**config.mk**
```make
export PLATFORM = sky130hd
export DESIGN_NAME = humidity_temp_frame_decoder
export DESIGN_NICKNAME = d
export VERILOG_FILES = /design/src/rtl/core/htfd_pkg.sv /design/src/rtl/core/htfd_front.sv /design/src/rtl/core/htfd_queue.sv /design/src/rtl/core/htfd_back.sv /design/src/rtl/core/humidity_temp_frame_decoder.sv
export SDC_FILE = /design/constraint.sdc
export NUM_CORES = 1
export LEC_CHECK = 0
export ABC_CLOCK_PERIOD_IN_PS = 18600
export BUFFER_PORTS_ARGS = -buffer_cell sky130_fd_sc_hd__buf_2
export CORE_UTILIZATION = 40
export CTS_CLUSTER_SIZE = 10
export DETAILED_ROUTE_END_ITERATION = 10
export SYNTH_ARGS = -nofsm -noshare
export SYNTH_HDL_FRONTEND = slang
export SYNTH_SLANG_ARGS = --single-unit
```
**constraint.sdc**
```tcl
create_clock -name clk -period 18.6 [get_ports clk]
set_input_delay 1.86 -clock clk [delete_from_list [all_inputs] [get_ports clk]]
set_output_delay 1.86 -clock clk [all_outputs]
set_load 0.05 [all_outputs]
```
**src/rtl/core/htfd_pkg.sv**
```systemverilog
// Shared types, constants and the CRC-8 byte update for the frame decoder.
// No dependencies; imported by every module of the block.
package htfd_pkg;

    localparam logic [7:0] CRC_INIT = 8'hFF;
    localparam logic [7:0] CRC_POLY = 8'h31;

    // byte positions within a frame
    localparam logic [2:0] POS_T_HI  = 3'd0;
    localparam logic [2:0] POS_T_LO  = 3'd1;
    localparam logic [2:0] POS_T_CRC = 3'd2;
    localparam logic [2:0] POS_H_HI  = 3'd3;
    localparam logic [2:0] POS_H_LO  = 3'd4;
    localparam logic [2:0] POS_H_CRC = 3'd5;

    localparam logic [14:0] TEMP_SPAN   = 15'd17500;
    localparam logic [15:0] TEMP_OFFSET = 16'd4500;
    localparam logic [13:0] HUM_SPAN    = 14'd10000;
    localparam logic [15:0] FULL_SCALE  = 16'hFFFF;

    localparam int QUEUE_DEPTH = 2;
    localparam int QUEUE_AW    = $clog2(QUEUE_DEPTH);

    localparam int OUT_DATA_W = 64;

    typedef struct packed {
        logic        status;
        logic [15:0] raw_temperature;
        logic [15:0] raw_humidity;
    } frame_t;

    // CRC-8, MSB first, one byte
    function automatic logic [7:0] crc8_byte(input logic [7:0] crc, input logic [7:0] b);
        logic [7:0] c;
        c = crc ^ b;
        for (int k = 0; k < 8; k++)
        begin
            if (c[7])
                c = {c[6:0], 1'b0} ^ CRC_POLY;
            else
                c = {c[6:0], 1'b0};
        end
        return c;
    endfunction

endpackage

```
**src/rtl/core/htfd_front.sv**
```systemverilog
// Front end: takes reply bytes, tracks frame position, runs the CRC checks
// and emits one frame record per complete frame. Depends on htfd_pkg.
module htfd_front
    import htfd_pkg::*;
(
    input  logic       clk,
    input  logic       rst_n,
    input  logic       in_valid,
    output logic       in_ready,
    input  logic [7:0] rx_byte,
    input  logic       frame_restart,
    output logic       push,
    output frame_t     push_frame,
    input  logic       queue_full
);

    logic [2:0]  pos_reg,   pos_next;
    logic [7:0]  crc_reg,   crc_next;
    logic [7:0]  hold_reg,  hold_next;
    logic [15:0] tword_reg, tword_next;
    logic [15:0] hword_reg, hword_next;
    logic        fail_reg,  fail_next;
    logic [2:0]  pos_eff;
    logic        beat;
    logic        crc_bad;

    assign in_ready = !queue_full;
    assign beat     = in_valid && in_ready;
    assign crc_bad  = (crc_reg != rx_byte);

    always_comb
    begin
        pos_eff = pos_reg;
        if (frame_restart || pos_reg > POS_H_CRC)
            pos_eff = POS_T_HI;
    end

    always_comb
    begin
        pos_next   = pos_reg;
        crc_next   = crc_reg;
        hold_next  = hold_reg;
        tword_next = tword_reg;
        hword_next = hword_reg;
        fail_next  = fail_reg;
        if (beat)
        begin
            pos_next = (pos_eff == POS_H_CRC) ? POS_T_HI : pos_eff + 3'd1;
            case (pos_eff)
                POS_T_HI:
                begin
                    fail_next = 1'b0;
                    crc_next  = crc8_byte(CRC_INIT, rx_byte);
                    hold_next = rx_byte;
                end
                POS_H_HI:
                begin
                    crc_next  = crc8_byte(CRC_INIT, rx_byte);
                    hold_next = rx_byte;
                end
                POS_T_LO:
                begin
                    crc_next   = crc8_byte(crc_reg, rx_byte);
                    tword_next = {hold_reg, rx_byte};
                end
                POS_H_LO:
                begin
                    crc_next   = crc8_byte(crc_reg, rx_byte);
                    hword_next = {hold_reg, rx_byte};
                end
                default:
                begin
                    if (crc_bad)
                        fail_next = 1'b1;
                    crc_next = CRC_INIT;
                end
            endcase
        end
    end

    assign push                       = beat && (pos_eff == POS_H_CRC);
    assign push_frame.status          = fail_reg || crc_bad;
    assign push_frame.raw_temperature = tword_reg;
    assign push_frame.raw_humidity    = hword_reg;

    always_ff @(posedge clk or negedge rst_n)
    begin
        if (!rst_n)
        begin
            pos_reg   <= POS_T_HI;
            crc_reg   <= CRC_INIT;
            hold_reg  <= '0;
            tword_reg <= '0;
            hword_reg <= '0;
            fail_reg  <= 1'b0;
        end
        else
        begin
            pos_reg   <= pos_next;
            crc_reg   <= crc_next;
            hold_reg  <= hold_next;
            tword_reg <= tword_next;
            hword_reg <= hword_next;
            fail_reg  <= fail_next;
        end
    end

endmodule

```
**src/rtl/core/htfd_queue.sv**
```systemverilog
// Short frame-record queue between front and back end.
// Depends on htfd_pkg.
module htfd_queue
    import htfd_pkg::*;
(
    input  logic   clk,
    input  logic   rst_n,
    input  logic   push,
    input  frame_t push_frame,
    output logic   full,
    input  logic   pop,
    output logic   not_empty,
    output frame_t head
);

    frame_t              mem [QUEUE_DEPTH];
    logic [QUEUE_AW-1:0] wr_reg, wr_next;
    logic [QUEUE_AW-1:0] rd_reg, rd_next;
    logic [QUEUE_AW:0]   cnt_reg, cnt_next;
    logic                do_push, do_pop;

    assign full      = (cnt_reg == (QUEUE_AW+1)'(QUEUE_DEPTH));
    assign not_empty = (cnt_reg != '0);
    assign do_push   = push && !full;
    assign do_pop    = pop && not_empty;
    assign head      = mem[rd_reg];

    function automatic logic [QUEUE_AW-1:0] ptr_inc(input logic [QUEUE_AW-1:0] p);
        return (p == (QUEUE_AW)'(QUEUE_DEPTH - 1)) ? '0 : p + 1'b1;
    endfunction

    always_comb
    begin
        wr_next  = do_push ? ptr_inc(wr_reg) : wr_reg;
        rd_next  = do_pop  ? ptr_inc(rd_reg) : rd_reg;
        cnt_next = cnt_reg + (QUEUE_AW+1)'(do_push) - (QUEUE_AW+1)'(do_pop);
    end

    always_ff @(posedge clk)
    begin
        if (do_push)
            mem[wr_reg] <= push_frame;
    end

    always_ff @(posedge clk or negedge rst_n)
    begin
        if (!rst_n)
        begin
            wr_reg  <= '0;
            rd_reg  <= '0;
            cnt_reg <= '0;
        end
        else
        begin
            wr_reg  <= wr_next;
            rd_reg  <= rd_next;
            cnt_reg <= cnt_next;
        end
    end

endmodule

```
**src/rtl/core/htfd_back.sv**
```systemverilog
// Back end: scales the raw words (multiply stage, then divide-by-65535 stage)
// and holds the result in the output register. Depends on htfd_pkg.
module htfd_back
    import htfd_pkg::*;
(
    input  logic                  clk,
    input  logic                  rst_n,
    input  logic                  head_valid,
    input  frame_t                head,
    output logic                  pop,
    output logic                  m_tvalid,
    input  logic                  m_tready,
    output logic [OUT_DATA_W-1:0] m_tdata,
    output logic                  m_tuser
);

    // multiply stage
    logic        s1_valid_reg, s1_valid_next;
    frame_t      s1_frame_reg;
    logic [30:0] s1_tprod_reg;
    logic [29:0] s1_hprod_reg;

    // output stage
    logic        out_valid_reg, out_valid_next;
    frame_t      out_frame_reg;
    logic [14:0] out_temp_reg, out_temp_next;
    logic [13:0] out_hum_reg,  out_hum_next;

    logic        out_load, s1_load;
    logic [14:0] tq0, tq;
    logic [13:0] hq0, hq;
    logic [16:0] tr, hr;
    logic [15:0] tdiff;

    assign out_load = s1_valid_reg && (!out_valid_reg || m_tready);
    assign s1_load  = !s1_valid_reg || out_load;
    assign pop      = s1_load && head_valid;

    // floor(x/65535): q0 = x>>16, remainder q0 + low half, one correction
    always_comb
    begin
        tq0   = s1_tprod_reg[30:16];
        tr    = {1'b0, s1_tprod_reg[15:0]} + 17'(tq0);
        tq    = tq0 + 15'(tr >= 17'(FULL_SCALE));
        hq0   = s1_hprod_reg[29:16];
        hr    = {1'b0, s1_hprod_reg[15:0]} + 17'(hq0);
        hq    = hq0 + 14'(hr >= 17'(FULL_SCALE));
        tdiff = 16'(tq) - TEMP_OFFSET;
        out_temp_next = tdiff[14:0];
        out_hum_next  = hq;
    end

    always_comb
    begin
        s1_valid_next  = s1_load ? head_valid : s1_valid_reg;
        out_valid_next = out_load ? 1'b1 : (m_tready ? 1'b0 : out_valid_reg);
    end

    always_ff @(posedge clk)
    begin
        if (pop)
        begin
            s1_frame_reg <= head;
            s1_tprod_reg <= 31'(head.raw_temperature) * 31'(TEMP_SPAN);
            s1_hprod_reg <= 30'(head.raw_humidity) * 30'(HUM_SPAN);
        end
        if (out_load)
        begin
            out_frame_reg <= s1_frame_reg;
            out_temp_reg  <= out_temp_next;
            out_hum_reg   <= out_hum_next;
        end
    end

    always_ff @(posedge clk or negedge rst_n)
    begin
        if (!rst_n)
        begin
            s1_valid_reg  <= 1'b0;
            out_valid_reg <= 1'b0;
        end
        else
        begin
            s1_valid_reg  <= s1_valid_next;
            out_valid_reg <= out_valid_next;
        end
    end

    assign m_tvalid = out_valid_reg;
    assign m_tuser  = out_frame_reg.status;
    assign m_tdata  = {3'b000, out_frame_reg.raw_humidity, out_frame_reg.raw_temperature,
                       out_hum_reg, out_temp_reg};

endmodule

```
**src/rtl/core/humidity_temp_frame_decoder.sv**
```systemverilog
// Top level of the humidity/temperature frame decoder.
// Depends on htfd_pkg, htfd_front, htfd_queue and htfd_back.
//
// Usage:
//   Input stream: one reply byte per beat on s_tdata; s_tuser high marks the
//   beat as byte zero of a new frame and drops any partial frame. Frame order
//   is temperature high, low, CRC, humidity high, low, CRC (CRC-8, poly 0x31,
//   init 0xFF). Every sixth byte closes a frame.
//   Output stream: one beat per frame on m_tdata, status on m_tuser
//   (1 = at least one CRC mismatch; words and scaled values still given).
//   Throughput: one byte per cycle while s_tready is high. Path: the beat
//   carrying the final CRC byte goes through the queue, then the multiply
//   stage, then divide-by-65535 into the output register, raising m_tvalid.
//   Stall: a held m_tready backs up the output register, multiply stage and
//   a two-entry frame queue; s_tready falls only when the queue is full.
//   Reset (rst_n low, asynchronous) empties the pipeline and returns the
//   decoder to byte zero with the CRC at 0xFF.
module humidity_temp_frame_decoder
    import htfd_pkg::*;
(
    input  logic                  clk,
    input  logic                  rst_n,
    input  logic                  s_tvalid,
    output logic                  s_tready,
    input  logic [7:0]            s_tdata,   // [7:0] rx_byte
    input  logic                  s_tuser,   // [0] frame_restart
    output logic                  m_tvalid,
    input  logic                  m_tready,
    output logic [OUT_DATA_W-1:0] m_tdata,   // [14:0] temperature_centi,
                                             // [28:15] humidity_centi,
                                             // [44:29] raw_temperature,
                                             // [60:45] raw_humidity, [63:61] zero
    output logic                  m_tuser    // [0] status
);

    logic   push, full, pop, not_empty;
    frame_t push_frame, head;

    htfd_front u_front (
        .clk           (clk),
        .rst_n         (rst_n),
        .in_valid      (s_tvalid),
        .in_ready      (s_tready),
        .rx_byte       (s_tdata),
        .frame_restart (s_tuser),
        .push          (push),
        .push_frame    (push_frame),
        .queue_full    (full)
    );

    htfd_queue u_queue (
        .clk        (clk),
        .rst_n      (rst_n),
        .push       (push),
        .push_frame (push_frame),
        .full       (full),
        .pop        (pop),
        .not_empty  (not_empty),
        .head       (head)
    );

    htfd_back u_back (
        .clk        (clk),
        .rst_n      (rst_n),
        .head_valid (not_empty),
        .head       (head),
        .pop        (pop),
        .m_tvalid   (m_tvalid),
        .m_tready   (m_tready),
        .m_tdata    (m_tdata),
        .m_tuser    (m_tuser)
    );

endmodule
```
==> impl_results.md <==
* Placement Setup Slack at between 10 and 15 ns
* Chip height at roughly 210 um
* Site row count at between 70 and 80
* Post-CTS resize count at 0
* Synth Area per Inst at ~12 um2
* Per-cell routed wire length at around 16 um
* Most frequent cells in the layout: inv_1, edfxtp_1, ha_1
* CTS clock-pin slew for the worst setup and hold paths at around 0.05 ns
* ANT nets after route at 0
* Run status: finished, final reports clean
* Vias in the first global route at 10384
* Primary FF master, synth: edfxtp_1
* Met3 GRT Util at 0.0304
* GR Util met2 at 0.256
* Synth Instances at roughly 1400
* Post-CTS setup buffers at 0
* Post-route DRC at 0
* H-Tree Depth at 2
* Share of the synthesized area in the top cell type at 0.376
* Slew Viols, Final at 0
* Synth cell types at 72
* Routing usage on met1 at 0.214
* R2R Setup Slk at 12.47 ns
* TNS Setup at 0 ns
* Fin. Hold Viols at 0
* Clock latency on the worst-skew pair at 0.53 ns
* Vias/cell at between 4 and 5
* Least-Margin Pin Slew at between 1 and 1.5 ns
* Ant diodes at 0
* Initial DRC Count at between 300 and 400
* First-pass GRT wire length at around 54000 um
* Total of max-cap violations at 0
* Initial antenna violation count at 0
* CTS sink count at roughly 270
* Critical Path RT at 18.95 ns
* Synth async-reset ratio at 0.216
* Slew headroom at 0.242
* Synth top area cells: edfxtp_1, ha_1, fa_1
* Drt pass-1 iters at 4
* Startpoint Class: register
* Seq/Total Area, Yosys at 0.462
* Synth warn at 0
* CTS tree: done
* Post-route cell area at about 19000 um2
* Commonest non-fill, non-tap cell in the layout: inv_1
* Final setup fails at 0
* Clk_skew at roughly 0.012 ns
* Root buffer cell: clkbuf_16
* Routed WL at around 32000 um
* DP HPWL at between 20000 and 25000 um
* Layout cells sized above 1 at 0.140
* Hold path depth at 0
* Most used routing layer: met2
* Dominant cell type by area after synthesis: edfxtp_1
* Core area at between 40000 and 50000 um2
* Data arrival time of the worst path at roughly 6.5 ns
* Min Tclk post-route at between 6 and 7 ns
* Hold buffers post-CTS at 0
* Critical path peak fanout at 27
* GPL Wtd Cong at ~0.85
* Congestion Overflow GR at 0
* Reg2reg path depth at 20
* Vias at around 9900
* Synth Register Bits at around 270
* Placed Area at around 18000 um2
* Largest net degree at the start of global routing at between 60 and 70
* Crit Path Class: register to register
* Number of flip-flops in the largest register at 66
* Layout Nets at ~1700
* Worst reg2reg path startpoint: u_queue.rd_reg$_DFFE_PN0P_
* Total Die Area at about 43000 um2
* IO Port Bufs at 76
* Max Fclk at 163 MHz
* Io pins at 80
* Area Overhead vs Synth at 12.2%
* Number of enable flip-flop cells after synthesis at 211
* CTS Buf Count at 35
* Tot GR Track Use at 0.157
* Final WS setup at 12.47 ns
* Post-Syn Area at about 17000 um2
* R2r endpoint: u_back.s1_hprod_reg[29]$_DFFE_PP_
* Core Util, Final at 0.459
* Clk buf depth at 3
* Worst Hold Launch: u_back.s1_frame_reg[32]$_DFFE_PP_
* Initial Utilization at 0.409
* Fin crit share at 0.330
* CP Capture Type: register
* Min-delay worst type: register to register
* RSZ-0062 raised after global routing: no
* Die X at between 200 and 250 um
* Hold EP: u_back.m_tuser$_DFFE_PP_
routing by layer:
metal | wire (um) | vias up | part of all wire
met5 | 0 | - | 0
met4 | 590 | 0 | 0.018
met3 | 1200 | 47 | 0.037
met2 | 14900 | 135 | 0.46
met1 | 15700 | 4800 | 0.49
li1 | - | 4923 | -
area by class of cell:
type / instances / area [um2]
Clock inverter: 8 / 85.1
Multi-Input combinational cell: 833 / 8140
Tap cell: 532 / 666
Sequential cell: 269 / 7800
Inverter: 227 / 852
Timing Repair Buffer: 82 / 425
Fill cell: 3690 / 22300
Clock buffer: 50 / 963
worst max path at each step:
stage	from	end	slack, ns	cells after the start
3_3_place_gp	u_queue.rd_reg$_DFFE_PN0P_	u_back.s1_hprod_reg[29]$_DFFE_PP_	12.52	20
6_report	u_queue.rd_reg$_DFFE_PN0P_	u_back.s1_hprod_reg[29]$_DFFE_PP_	12.47	20
2_1_floorplan	m_tready	u_queue.cnt_reg[1]$_DFF_PN0_	11.28	7
4_1_cts	u_queue.rd_reg$_DFFE_PN0P_	u_back.s1_hprod_reg[29]$_DFFE_PP_	12.42	20
3_5_place_dp	u_queue.rd_reg$_DFFE_PN0P_	u_back.s1_hprod_reg[29]$_DFFE_PP_	12.44	20
5_1_grt	u_queue.rd_reg$_DFFE_PN0P_	u_back.s1_hprod_reg[29]$_DFFE_PP_	11.92	20
metrics by stage:
stage,hold slack (ns),cells
floorplan,0.400,1353
global placement,0.402,1943
CTS,0.417,2001
detailed placement,0.405,1943
finish,0.416,2001
global route,0.420,2001
cells in the mapped netlist (19+ instances only):
cell	n
mux2i_1	22
nor2_1	38
fa_1	82
nor3_1	19
edfxtp_1	211
ha_1	198
inv_1	227
dfrtp_1	50
xor2_1	35
a21oi_1	46
nand2_1	42
mux2_2	52
xnor2_1	74
o21ai_0	34
critical path: stages, from the launching register on:
cell      delay [ns]
dfrtp_1         0.57
buf_4           0.47
mux2i_1         0.51
inv_1           0.29
fa_1            0.51
ha_1            0.28
inv_1           0.05
fa_1            0.52
inv_1           0.04
ha_1            0.26
inv_1           0.05
fa_1            0.50
inv_1           0.04
ha_1            0.33
a21oi_1         0.26
o21ai_0         0.18
a311oi_2        0.30
nor3_1          0.12
nor4_2          0.29
nor2_1          0.12
o311ai_2        0.25
cells by family (layout without fill, tap and decap cells):
group	after synthesis	count (layout)	synth area share
flip-flops	269	269	0.462
adder cells (fa/ha/maj)	280	280	0.244
AO/OA/AOI/OAI	186	186	0.0763
AND/OR/NAND/NOR	180	180	0.0545
XOR/XNOR	110	110	0.0576
other	1	3	0.000222
buffers and inverters	251	367	0.0569
multiplexers	74	74	0.0478
Power is left out: the tool's default activity adds up to more than one toggle a clock period on the data nets, which glitch-free logic cannot reach.
